===== src/cigl_pkg.sv =====
// cigl_pkg: shared types and codes of the codepoint interval glyph lookup
`timescale 1ns / 1ps
`default_nettype none

package cigl_pkg;

    // widths fixed by the item fields
    localparam int CP_W     = 21;
    localparam int GLYPH_W  = 16;
    localparam int SLOT_W   = 8;
    localparam int COUNT_W  = 9;
    localparam int CFG_IDX_W  = 1;
    localparam int CFG_DATA_W = 21;

    // input action codes
    localparam logic ACT_LOAD   = 1'b0;
    localparam logic ACT_LOOKUP = 1'b1;

    // configuration register indexes
    localparam logic [CFG_IDX_W-1:0] CFG_INTERVAL_COUNT = 1'b0;
    localparam logic [CFG_IDX_W-1:0] CFG_REPLACEMENT    = 1'b1;

    // reset value of the replacement codepoint
    localparam logic [CP_W-1:0] REPLACEMENT_RESET = 21'd65533;

    // one interval table entry
    typedef struct packed {
        logic [CP_W-1:0]    first;
        logic [CP_W-1:0]    last;
        logic [GLYPH_W-1:0] offset;
    } entry_t;

    // result handed from the search engine to the output stage
    typedef struct packed {
        logic               found;
        logic [GLYPH_W-1:0] glyph_index;
        logic               used_replacement;
    } result_t;

endpackage

`default_nettype wire


===== src/cigl_search.sv =====
// cigl_search: binary search sequencer over the interval ram with replacement retry
`timescale 1ns / 1ps
`default_nettype none

module cigl_search #(
    parameter int MAX_INTERVALS = 256,
    parameter int MAX_GLYPHS    = 65536,
    localparam int IDX_W = (MAX_INTERVALS > 1) ? $clog2(MAX_INTERVALS) : 1,
    localparam int CNT_W = $clog2(MAX_INTERVALS + 1)
) (
    input  wire logic                       aclk,
    input  wire logic                       aresetn,
    // start of one lookup
    input  wire logic                       start,
    input  wire logic [cigl_pkg::CP_W-1:0]  start_cp,
    input  wire logic [CNT_W-1:0]           start_count,
    input  wire logic [cigl_pkg::CP_W-1:0]  replacement,
    output logic                            idle,
    // ram read port
    output logic                            rd_en,
    output logic [IDX_W-1:0]                rd_addr,
    input  wire cigl_pkg::entry_t           rd_data,
    // finished result
    output logic                            res_valid,
    output cigl_pkg::result_t               res,
    input  wire logic                       res_take
);

    typedef enum logic [2:0] {
        S_IDLE,
        S_START,
        S_STEP,
        S_CHECK,
        S_DONE
    } state_t;

    state_t                      state_reg;
    logic [cigl_pkg::CP_W-1:0]   cp_reg;
    logic [CNT_W-1:0]            count_reg;
    logic [CNT_W-1:0]            base_reg;
    logic [CNT_W-1:0]            len_reg;
    logic [CNT_W-1:0]            mid_reg;
    logic                        retry_reg;
    cigl_pkg::result_t           res_reg;

    logic                        cmp_ge;
    logic [CNT_W-1:0]            half;
    logic [CNT_W-1:0]            plan_base;
    logic [CNT_W-1:0]            plan_len;
    logic [CNT_W-1:0]            plan_mid;
    logic [cigl_pkg::CP_W-1:0]   distance;
    logic [cigl_pkg::CP_W:0]     sum;
    logic                        hit;
    logic                        can_retry;

    // narrow the interval by the entry read last (or start on the whole table), then plan the next read
    always_comb begin
        cmp_ge = (cp_reg >= rd_data.first);
        half   = len_reg >> 1;
        if (state_reg == S_STEP) begin
            if (cmp_ge) begin
                plan_base = mid_reg + CNT_W'(1);
                plan_len  = len_reg - half - CNT_W'(1);
            end else begin
                plan_base = base_reg;
                plan_len  = half;
            end
        end else begin
            plan_base = '0;
            plan_len  = count_reg;
        end
        plan_mid = plan_base + (plan_len >> 1);
        if (plan_len != '0) begin
            rd_addr = IDX_W'(plan_mid);
        end else begin
            rd_addr = IDX_W'(plan_base - CNT_W'(1));
        end
        rd_en = ((state_reg == S_START) || (state_reg == S_STEP))
                && ((plan_len != '0) || (plan_base != '0));
    end

    // hit test on the candidate entry
    always_comb begin
        distance = cp_reg - rd_data.first;
        sum  = {{(cigl_pkg::CP_W + 1 - cigl_pkg::GLYPH_W){1'b0}}, rd_data.offset}
               + {1'b0, distance};
        hit  = (cp_reg >= rd_data.first) && (cp_reg <= rd_data.last)
               && (32'(sum) < 32'(MAX_GLYPHS))
               && (32'(sum) <= 32'h0000_FFFF);
        can_retry = !retry_reg && (cp_reg != replacement);
    end

    // sequencer state and registered result
    always_ff @(posedge aclk) begin
        if (!aresetn) begin
            state_reg <= S_IDLE;
            retry_reg <= 1'b0;
        end else begin
            case (state_reg)
                S_IDLE: begin
                    if (start) begin
                        cp_reg    <= start_cp;
                        count_reg <= start_count;
                        retry_reg <= 1'b0;
                        state_reg <= S_START;
                    end
                end
                S_START, S_STEP: begin
                    base_reg <= plan_base;
                    len_reg  <= plan_len;
                    mid_reg  <= plan_mid;
                    if (plan_len != '0) begin
                        state_reg <= S_STEP;
                    end else if (plan_base != '0) begin
                        state_reg <= S_CHECK;
                    end else if (can_retry) begin
                        cp_reg    <= replacement;
                        retry_reg <= 1'b1;
                        state_reg <= S_START;
                    end else begin
                        res_reg   <= '0;
                        state_reg <= S_DONE;
                    end
                end
                S_CHECK: begin
                    if (hit) begin
                        res_reg.found            <= 1'b1;
                        res_reg.glyph_index      <= sum[cigl_pkg::GLYPH_W-1:0];
                        res_reg.used_replacement <= retry_reg;
                        state_reg                <= S_DONE;
                    end else if (can_retry) begin
                        cp_reg    <= replacement;
                        retry_reg <= 1'b1;
                        state_reg <= S_START;
                    end else begin
                        res_reg   <= '0;
                        state_reg <= S_DONE;
                    end
                end
                S_DONE: begin
                    if (res_take) begin
                        state_reg <= S_IDLE;
                    end
                end
                default: begin
                    state_reg <= S_IDLE;
                end
            endcase
        end
    end

    assign idle      = (state_reg == S_IDLE);
    assign res_valid = (state_reg == S_DONE);
    assign res       = res_reg;

endmodule

`default_nettype wire


===== config.mk =====
export PLATFORM = sky130hd
export DESIGN_NAME = cigl_search
export DESIGN_NICKNAME = d
export VERILOG_FILES = /design/src/cigl_pkg.sv /design/src/cigl_search.sv
export SDC_FILE = /design/constraint.sdc
export NUM_CORES = 1
export LEC_CHECK = 0
export BUFFER_PORTS_ARGS = -buffer_cell sky130_fd_sc_hd__clkbuf_2
export CORE_ASPECT_RATIO = 0.5
export CORE_MARGIN = 2
export CORE_UTILIZATION = 36
export CTS_CLUSTER_DIAMETER = 40
export CTS_CLUSTER_SIZE = 12
export DETAILED_ROUTE_END_ITERATION = 10
export GPL_ROUTABILITY_DRIVEN = 0
export PLACE_DENSITY_LB_ADDON = 0.08
export SLEW_MARGIN = 20
export SYNTH_ARGS = -nofsm -noshare
export SYNTH_HDL_FRONTEND = slang
export SYNTH_SLANG_ARGS = --single-unit

===== constraint.sdc =====
create_clock -name aclk -period 11.2 [get_ports aclk]
set_input_delay 0.56 -clock aclk [delete_from_list [all_inputs] [get_ports aclk]]
set_output_delay 0.56 -clock aclk [all_outputs]
set_load 0.02 [all_outputs]

==> results of run 1 <==
## cell type report
class	count	area [sq um]	area share [%]
Timing Repair Buffer	146	743	8.69
Tap cell	266	333	3.89
Multi-Input combinational cell	614	4560	53.4
Sequential cell	79	2330	27.3
Clock buffer	9	225	2.63
Inverter	72	270	3.16
Clock inverter	7	83.8	0.980
## placed cells by master, fill, tap and decap left out, drive strengths merged, types with 6 or more instances in the layout
cell type	Yosys	layout
a31oi	7	7
clkbuf	16	150
o21bai	7	7
a21o	17	17
o21a	6	6
a21oi	55	55
xnor2	40	40
nand2	65	65
nand3	16	16
nor3	17	17
edfxtp	75	75
nand2b	10	10
mux2	25	25
xor2	36	36
ha	78	78
nor2	54	54
a211oi	11	11
nand4	14	14
inv	72	77
mux2i	18	18
nor2b	8	8
nor4	11	11
o21ai	48	48
## power groups by stage
stage | Sequential, mW | Combinational (mW) | Clock (mW)
2_1_floorplan | 0.394 | 0.425 | 0
4_1_cts | 0.390 | 0.585 | 0.328
3_5_place_dp | 0.397 | 0.581 | 0
6_report | 0.390 | 0.583 | 0.318
3_3_place_gp | 0.397 | 0.578 | 0
5_1_grt | 0.394 | 0.652 | 0.336
## metal layers
metal / wire [um] / global-route usage, %
met3: 845 / 4.26
met4: 221 / 4.40
met1: 10200 / 28.2
met2: 8850 / 29.9
met5: 0 / 0
## logic make-up (layout without fill, tap and decap cells)
| family | after synthesis | count (layout) | share of synthesized area (%) |
|---|---|---|---|
| multiplexers | 43 | 43 | 6.38 |
| AND/OR/NAND/NOR | 230 | 230 | 16.6 |
| buffers and inverters | 94 | 234 | 5.03 |
| flip-flops | 79 | 79 | 32.2 |
| adder cells (fa/ha/maj) | 82 | 82 | 14.6 |
| XOR/XNOR | 76 | 76 | 9.20 |
| AO/OA/AOI/OAI | 183 | 183 | 16.0 |
## worst max-delay path, delay by kind of cell (launching register included)
kind	cells	cell delay [ns]
AOI/OAI and AO/OA	10	1.88
and+or+nand+nor	5	1.56
adders and majority gates	2	0.76
DFF	1	0.45
buffers and inverters	1	0.19
xor gates and xnor gates	1	0.16
## through the flow
step,area [sq um],cells,hold WS (ns)
floorplan,7240,787,0.490
global placement,8240,1177,0.515
detailed placement,8240,1177,0.526
CTS,8550,1193,0.354
global route,8550,1193,0.359
finish,8550,1193,0.370
## final timing paths
path / startpoint / to / slack [ns] / cells after the start
worst max-delay path: cp_reg[10] / rd_addr[7] / 5.29 / 19
worst min-delay path: start_count[1] / count_reg[1] / 0.37 / 1
worst max register to register: cp_reg[0] / cp_reg[7] / 5.66 / 24
worst min register to register: retry_reg / retry_reg / 0.54 / 2
==> key figures, run 1 <==
Power and ir drop
  • Power Density: 151 nW/um^2
  • Net Sw Frac: 39.3%
  • Total power: 1.29 mW
  • Combinational share of power: 45.1%
  • Int Pwr: 783 uW
  • Leak: 3.79 nW
  • Sw Pwr: 507 uW
  • Max IR drop VDD: 78.1 uV
  • Sequential group share of total power: 30.2%
  • Clock power frac: 24.7%

Yosys
  • Async SR Flop Fraction: 0%
  • Post-synth top cells: ha_1 (78), edfxtp_1 (75), inv_1 (72), nand2_1 (65), a21oi_1 (55)
  • Number of flops mapped to enable cells by yosys: 75
  • Synth Instances: 787
  • Number of synthesized register bits: 79
  • Synth unique cells: 69
  • Synth warnings: 0
  • Ranking of synthesized cells by area: edfxtp_1 (31%), ha_1 (13%), xnor2_1 (4.8%)
  • Post-synth top flop: edfxtp_1
  • Area leader, netlist: edfxtp_1
  • Syn_nets: 982
  • Sequential fraction of the synthesis area: 32.2%
  • Synth Area per Inst: 9.19 sq um
  • Synth top area share: 31.1%
  • Count leader, synth: ha_1
  • Cell Area, Synth: 7240 sq um

Placement
  • Post-DP HPWL: 16.4 mm
  • Pre-CTS setup slack: 5.48 ns
  • Port bufs: 141

Global routing
  • Initial antenna violation count: 0
  • GRT Total Usage: 19.6%
  • Vias in the first global route: 6161
  • First-pass GRT wire length: 32.4 mm
  • Largest net degree at the start of global routing: 29
  • Grt total ovfl: 0

STA
  • F_max: 169 MHz
  • Setup TNS after final layout: 0 ns
  • Post-route minimum period: 5.91 ns
  • Unrepaired setup endpoints after global routing: no
  • Worst Skew: 0.0160 ns
  • Setup WS post-layout: 5.29 ns
  • Setup violators final: 0
  • Ratio of final minimum period to clock period: 52.7%
  • Worst-margin pin slew: 1.06 ns
  • Final Hold Fails: 0
  • Pins Over Slew Limit: 0
  • Slew Limit Headroom: 29.0%

Finish
  • Largest register FFs: 21
  • Number of nets in the layout: 1117
  • Fillers: 1967
  • Final Util: 43.6%
  • # diodes: 0
  • Fraction of layout cells with a size suffix above 1: 22.5%
  • Area grow syn2layout: 18.2%

Drt
  • Via Count: 6223
  • Remaining antenna violation count after routing: 0
  • Drt pass-1 iters: 5
  • DR WL/cell: 16.9 um
  • Avg Vias per Cell: 5.22
  • Final WL: 20.1 mm
  • Initial drt markers: 374
  • DRC violations left: 0

Critical path
  • Critical Path Sink Type: primary output
  • Worst EP required: 10.64 ns
  • Crit-path cells: ha_1 > nand4_1 > nor3_1 > a31oi_1 > and4_4 > nor2_1 > o21ai_0 > o21ai_1 > ha_1 > a21o_1 > a21oi_1 > o21bai_1 > a21oi_1 > o21bai_1 > a21oi_1 > xnor2_1 > nand2_1 > o21ai_1 > clkbuf_2
  • Worst EP arrival: 5.35 ns
  • Setup Crit Path Kind: reg -> out
  • Most common cell type on the critical path: a21oi_1
  • CP max stage delay: 0.57 ns
  • Slowest CP cell: nor2_1
  • Worst-path fanout max: 12
  • CP startpoint kind: flip-flop

Floorplan
  • # IOs: 142
  • Core Area: 19600 sq um
  • Die area: 21300 sq um
  • Cell Rows: 36
  • Starting Density: 36.9%
  • Die width: 204 um
  • Die Span Y: 104 um

Run status
  • Status: complete, no violations

Clocking
  • Postcts setup bufs: 0
  • Hold-fix buffers, CTS: 0
  • Num CTS Buffers: 9
  • Clk slew on worst S/H paths: 0.07 ns
  • Post-cts sizing count: 0
  • Root Buffer: clkbuf_16
  • Buffer levels on the longest clock path: 2
  • Worst-Skew Late Latency: 0.36 ns
  • Clock Sinks: 79
  • CTS tree: built
  • Htree depth: 3

Job
  • # Max-Cap Violations: 0

Worst hold path
  • HP Class: in -> reg
(Power assumes the default switching activity.)
==> inputs of run 2 (changes only) <==
==> constraint.sdc (replaced) <==
create_clock -name aclk -period 4.9 [get_ports aclk]
set_input_delay 0.245 -clock aclk [delete_from_list [all_inputs] [get_ports aclk]]
set_output_delay 0.245 -clock aclk [all_outputs]
set_load 0.02 [all_outputs]
==> run 2 against run 1 <==
Compared with the run above: register-to-register slack got worse by 5.3 ns; largest power group unchanged; highest routed layer unchanged; critical path type unchanged; combinational power increased to 2.6 times the previous value; wire length up 4.2%; clock skew is 0.0037 ns lower; setup slack got worse by 5.1 ns; clock power grew 110%.
==> key figures, run 2 (synthesis results as in run 1) <==
Finish
  • Fillers: 1910 (-2.9%)
  • FF/Latch Area: 2330 sq um (unchanged)
  • Leading cell types in the layout, fill and taps excluded: clkbuf_2 (140), edfxtp_1 (75), inv_1 (71)
  • Largest register FFs: 21 (unchanged)
  • # diodes: 0 (unchanged)
  • Number of nets in the layout: 1181 (+5.7%)
  • Leading cell type in the layout, fill and taps excluded: clkbuf_2
  • Fraction of layout cells with a size suffix above 1: 32.0% (+9.5 points)
  • Area grow syn2layout: 30.0%
  • Area of the multi-input gates: 4920 sq um (+7.9%)

Run status
  • Status: complete, no violations

Clocking
  • Clk slew on worst S/H paths: 0.06 ns (about the same)
  • Hold-fix buffers, CTS: 0 (unchanged)
  • Clock Sinks: 79 (unchanged)
  • Htree depth: 3 (unchanged)
  • CTS tree: built
  • Worst-Skew Late Latency: 0.36 ns (about the same)
  • Buffer levels on the longest clock path: 2 (unchanged)
  • Num CTS Buffers: 9 (unchanged)
  • Root Buffer: clkbuf_16

Floorplan
  • Die Span Y: 104 um (unchanged)
  • Core Area: 19600 sq um (unchanged)
  • Cell Rows: 36 (unchanged)
  • Die area: 21300 sq um (unchanged)
  • # IOs: 142 (unchanged)
  • Starting Density: 36.9% (unchanged)
  • Die width: 204 um (unchanged)

Drt
  • DR WL/cell: 16.7 um (-1.0%)
  • Remaining antenna violation count after routing: 0 (unchanged)
  • Avg Vias per Cell: 5.14 (-1.4%)
  • Via Count: 6462 (+3.8%)
  • Drt pass-1 iters: 5 (unchanged)
  • Final WL: 21.0 mm (+4.2%)
  • DRC violations left: 0 (unchanged)
  • Initial drt markers: 318 (-15%)

Global routing
  • Largest net degree at the start of global routing: 29 (unchanged)
  • Initial antenna violation count: 0 (unchanged)
  • Grt total ovfl: 0 (unchanged)
  • Vias in the first global route: 6411 (+4.1%)
  • First-pass GRT wire length: 33.6 mm (+3.7%)
  • GRT Total Usage: 20.2% (+0.62 points)

STA
  • Setup TNS after final layout: 0 ns (unchanged)
  • Worst-margin pin slew: 0.946 ns (-0.109 ns)
  • F_max: 213 MHz
  • Ratio of final minimum period to clock period: 95.9%
  • Post-route minimum period: 4.70 ns
  • Setup WS post-layout: 0.199 ns (-5.10 ns)
  • Setup violators final: 0 (unchanged)
  • Slew Limit Headroom: 36.7% (+7.7 points)
  • Pins Over Slew Limit: 0 (unchanged)
  • Final Hold Fails: 0 (unchanged)
  • Worst Skew: 0.0123 ns (-0.00369 ns)

Critical path
  • Crit-path cells: ha_4 > buf_4 > nand2_1 > o21ai_2 > a21o_1 > o41a_1 > a311oi_2 > ha_2 > inv_1 > fa_2 > inv_1 > a21oi_1 > o21bai_1 > a21oi_1 > o21bai_1 > xor2_1 > nand2_1 > o21ai_2 > buf_6
  • Worst path bufs/invs: 4 (+3)
  • Worst-path fanout max: 4 (-8)
  • Slowest CP cell: edfxtp_1
  • Worst EP arrival: 4.46 ns (-0.89 ns)
  • Flop2flop setup slack: 0.38 ns (-5.28 ns)
  • Setup Crit Path Kind: reg -> out
  • Delay-heaviest family, CP: compound AO/OA/AOI/OAI gates
  • CP startpoint kind: flip-flop
  • CP max stage delay: 0.44 ns (-0.13 ns)
  • Critical Path Sink Type: primary output
  • Worst EP required: 4.66 ns (-5.98 ns)

Power and ir drop
  • Leak: 4.12 nW (+8.6%)
  • Power Density: 330 nW/um^2 (+120%)
  • Max IR drop VDD: 184 uV (+140%)

Placement
  • Pre-CTS setup slack: 0.0224 ns (-5.46 ns)
  • Post-DP HPWL: 16.8 mm (+2.5%)
  • Port bufs: 141 (unchanged)

Job
  • # Max-Cap Violations: 0 (unchanged)

Worst hold path
  • HP Class: in -> reg
run 2: cell count changes in the layout (fill, tap and decap cells not counted), moves of 5 or more:
cell,change
ha_4,+15
a21oi_1,-5
buf_4,+61
ha_1,-19
run 2: worst register-to-register path: cells and delay by family (launching register included):
kind / cells / cell delay (ns)
flops: 1 / 0.47
xor+xnor: 1 / 0.15
simple gates: 5 / 0.65
buf+inv: 2 / 0.33
compound gates: 11 / 1.71
mux: 1 / 0.25
fa+ha+maj: 2 / 0.70
run 2: through the flow:
step / cell area, sq um / cells / power (mW) / hold slack, ns / util (%)
after floorplan: 7250 / 787 / 1.87 / 0.344 / -
after global placement: 8510 / 1208 / 2.29 / 0.424 / 43.4
after detailed placement: 8510 / 1208 / 2.30 / 0.425 / 43.4
after CTS: 9090 / 1235 / 3.05 / 0.0527 / 46.4
after global routing: 9410 / 1256 / 3.32 / 0.0564 / 48.0
final: 9410 / 1256 / 3.10 / 0.0662 / 48.0
run 2: per-layer routing:
| layer | track usage (%) | wire length (um) | vias to the layer above | part of all wire, % |
|---|---|---|---|---|
| li1 | - | - | 3256 | - |
| met1 | 28.1 | 10200 | 3078 | 49 |
| met2 | 33.4 | 9820 | 113 | 47 |
| met3 | 3.48 | 768 | 15 | 3.7 |
| met4 | 3.31 | 158 | 0 | 0.75 |
| met5 | 0 | 0 | - | 0 |
run 2: cell type report:
cell class / count / share of cell area [%]
Inverter: 72 / 2.87
Clock buffer: 9 / 2.39
Timing Repair Buffer: 210 / 13.4
Multi-Input combinational cell: 614 / 52.3
Clock inverter: 6 / 0.665
Sequential cell: 79 / 24.8
Tap cell: 266 / 3.54
run 2: power breakdown:
group	internal, mW	switching, mW
clock network	0.390	0.293
registers	0.839	0.0485
logic	0.691	0.844
total	1.92	1.18
run 2: final timing paths:
kind | to | start | cells after the start
min reg2reg | retry_reg | retry_reg | 2
max reg2reg | cp_reg[8] | cp_reg[5] | 22
min | count_reg[7] | start_count[7] | 1
max | rd_addr[6] | cp_reg[11] | 19
run 2: repair_timing:
action                     CTS  global route
cloned                       0             0
setup buffers               12            21
gates resized for setup     32            39
setup endpoints to repair   14            47
pin swaps                    5            25
==> inputs of run 3 (changes only) <==
--- a/config.mk
+++ b/config.mk
@@ -14,6 +14,7 @@
 export DETAILED_ROUTE_END_ITERATION = 10
 export GPL_ROUTABILITY_DRIVEN = 0
 export PLACE_DENSITY_LB_ADDON = 0.08
+export REMOVE_ABC_BUFFERS = 1
 export SLEW_MARGIN = 20
 export SYNTH_ARGS = -nofsm -noshare
 export SYNTH_HDL_FRONTEND = slang
==> run 3 against run 2 <==
Compared with the run above: count of clock-buffer cells in the layout rose by 2; critical endpoint unchanged; final area fell by 0.55%; largest power group unchanged; largest cell class unchanged; critical path type unchanged; die area did not move; combinational power fell by 3%; critical path depth rose by 1; sequential power rose by 0.7%; fmax rose by 0.80%; sequential share of layout area rose by 0.14 points.
==> key figures, run 3 (synthesis results as in run 1) <==
Finish
  • Area grow syn2layout: 29.3%
  • Leading cell type in the layout, fill and taps excluded: clkbuf_2
  • Final Util: 47.8% (-0.26 points)
  • Leading cell types in the layout, fill and taps excluded: clkbuf_2 (140), edfxtp_1 (75), inv_1 (71)
  • Number of nets in the layout: 1176 (-0.42%)
  • Fraction of layout cells with a size suffix above 1: 31.4% (-0.58 points)
  • Fillers: 1936 (+1.4%)
  • Area of the multi-input gates: 4870 sq um (-1.1%)
  • # diodes: 0 (unchanged)
  • Largest register FFs: 21 (unchanged)
  • FF/Latch Area: 2330 sq um (unchanged)
  • Final instance area: 9360 sq um (-0.55%)

Global routing
  • Initial antenna violation count: 0 (unchanged)
  • GRT Total Usage: 19.7% (-0.53 points)
  • Grt total ovfl: 0 (unchanged)
  • First-pass GRT wire length: 32.8 mm (-2.2%)
  • Vias in the first global route: 6254 (-2.4%)
  • Largest net degree at the start of global routing: 29 (unchanged)

Critical path
  • CP max stage delay: 0.47 ns (+0.03 ns)
  • CP startpoint kind: flip-flop
  • Worst-path fanout max: 5 (+1)
  • Critical Path Sink Type: primary output
  • Crit-path cells: ha_4 > nand4_1 > nor4_2 > o21ai_2 > and4_4 > or3_1 > a21o_1 > inv_2 > ha_2 > inv_1 > fa_2 > inv_1 > a21oi_1 > o21bai_1 > a21oi_1 > o21bai_2 > xor2_1 > nand2_1 > o21ai_2 > buf_4
  • Slowest CP cell: edfxtp_1
  • Setup Crit Path Kind: reg -> out
  • Worst EP required: 4.66 ns (about the same)
  • Worst EP arrival: 4.42 ns (-0.04 ns)

STA
  • Pins Over Slew Limit: 0 (unchanged)
  • Setup TNS after final layout: 0 ns (unchanged)
  • Worst Skew: 0.0124 ns (+0.000179 ns)
  • Slew Limit Headroom: 36.4% (-0.29 points)
  • Ratio of final minimum period to clock period: 95.2% (-0.76 points)
  • Final Hold Fails: 0 (unchanged)
  • Worst-margin pin slew: 0.950 ns (+0.00429 ns)
  • Post-route minimum period: 4.66 ns (-0.0372 ns)
  • Setup violators final: 0 (unchanged)
  • Hold WS: 0.0621 ns (-0.00408 ns)
  • F_max: 214 MHz (+0.80%)

Drt
  • Final WL: 20.5 mm (-2.3%)
  • Initial drt markers: 253 (-20%)
  • Remaining antenna violation count after routing: 0 (unchanged)
  • Drt pass-1 iters: 5 (unchanged)
  • Avg Vias per Cell: 5.06 (-1.6%)
  • Via Count: 6336 (-1.9%)
  • DR WL/cell: 16.4 um (-1.9%)
  • DRC violations left: 0 (unchanged)

Power and ir drop
  • Leak: 4.13 nW (+0.19%)
  • Combinational share of power: 47.5% (-1.9 points)
  • Sw Pwr: 1.17 mW (-1.5%)
  • Int Pwr: 1.97 mW (+2.4%)
  • Total power: 3.13 mW (+0.87%)
  • Clock power frac: 24.0% (+2.0 points)
  • Sequential group share of total power: 28.5% (about the same)
  • Power Density: 335 nW/um^2 (+1.4%)
  • Max IR drop VDD: 174 uV (-5.7%)
  • Net Sw Frac: 37.2% (-0.91 points)

Floorplan
  • # IOs: 142 (unchanged)
  • Cell Rows: 36 (unchanged)
  • Die width: 204 um (unchanged)
  • Core Area: 19600 sq um (unchanged)
  • Die area: 21300 sq um (unchanged)
  • Starting Density: 36.9% (unchanged)
  • Die Span Y: 104 um (unchanged)

Clocking
  • Worst-Skew Late Latency: 0.35 ns (about the same)
  • Root Buffer: clkbuf_16
  • CTS tree: built
  • Clock Sinks: 79 (unchanged)
  • Num CTS Buffers: 9 (unchanged)
  • Buffer levels on the longest clock path: 2 (unchanged)
  • Htree depth: 3 (unchanged)
  • Hold-fix buffers, CTS: 0 (unchanged)
  • Clk slew on worst S/H paths: 0.07 ns (about the same)

Placement
  • Post-DP HPWL: 16.5 mm (-2.2%)
  • Port bufs: 141 (unchanged)
  • DP Area: 8510 sq um (about the same)

Run status
  • Status: complete, no violations

Worst hold path
  • HP Class: in -> reg

Job
  • # Max-Cap Violations: 0 (unchanged)
[run 3: timing repair]
action,CTS,global route
pin swaps,4,17
buffers inserted,11,16
resized for setup,16,52
endpoints found under the setup margin,3,48
[run 3: final cells by class]
cell class,count,share of cell area (%)
tap,266,3.56
timing repair buffer,205,13.1
sequential,79,24.9
clock inverter,5,0.869
multi-input combinational,614,52.0
inverter,72,2.89
clock buffer,11,2.59
[run 3: path summary, 6_finish.rpt]
path | startpoint | endpoint | slack, ns | cells after the start
worst max-delay path | cp_reg[10] | rd_addr[6] | 0.24 | 20
worst min-delay path | start_count[4] | count_reg[4] | 0.06 | 1
worst max register to register | cp_reg[8] | cp_reg[3] | 0.36 | 24
worst min register to register | retry_reg | retry_reg | 0.54 | 2
[run 3: layer usage]
metal | part of all wire, % | track usage [%] | wire length [um]
met5 | 0 | 0 | 0
met4 | 0.74 | 2.48 | 152
met3 | 4.4 | 3.63 | 901
met2 | 45 | 32.3 | 9320
met1 | 49 | 27.7 | 10100
[run 3: metrics by stage]
stage | worst slack (ns) | std cells
after global routing | -0.0498 | 1252
final | 0.236 | 1252
after detailed placement | 0.158 | 1209
after CTS | 0.0263 | 1236
after floorplan | -0.840 | 765
after global placement | 0.175 | 1209
[run 3: power by group through the flow]
stage | clock, mW | sequential (mW) | combinational, mW
floorplan | 0 | 0.904 | 0.959
global placement | 0 | 0.906 | 1.37
detailed placement | 0 | 0.906 | 1.38
CTS | 0.770 | 0.893 | 1.42
global route | 0.798 | 0.901 | 1.66
finish | 0.752 | 0.893 | 1.49
[run 3: worst max-delay path: cells and delay by family (launching register included)]
family,cells,cell delay [ns]
flops,1,0.47
xor+xnor,1,0.19
fa+ha+maj,3,0.86
compound gates,7,0.96
buf+inv,4,0.36
simple gates,5,1.21
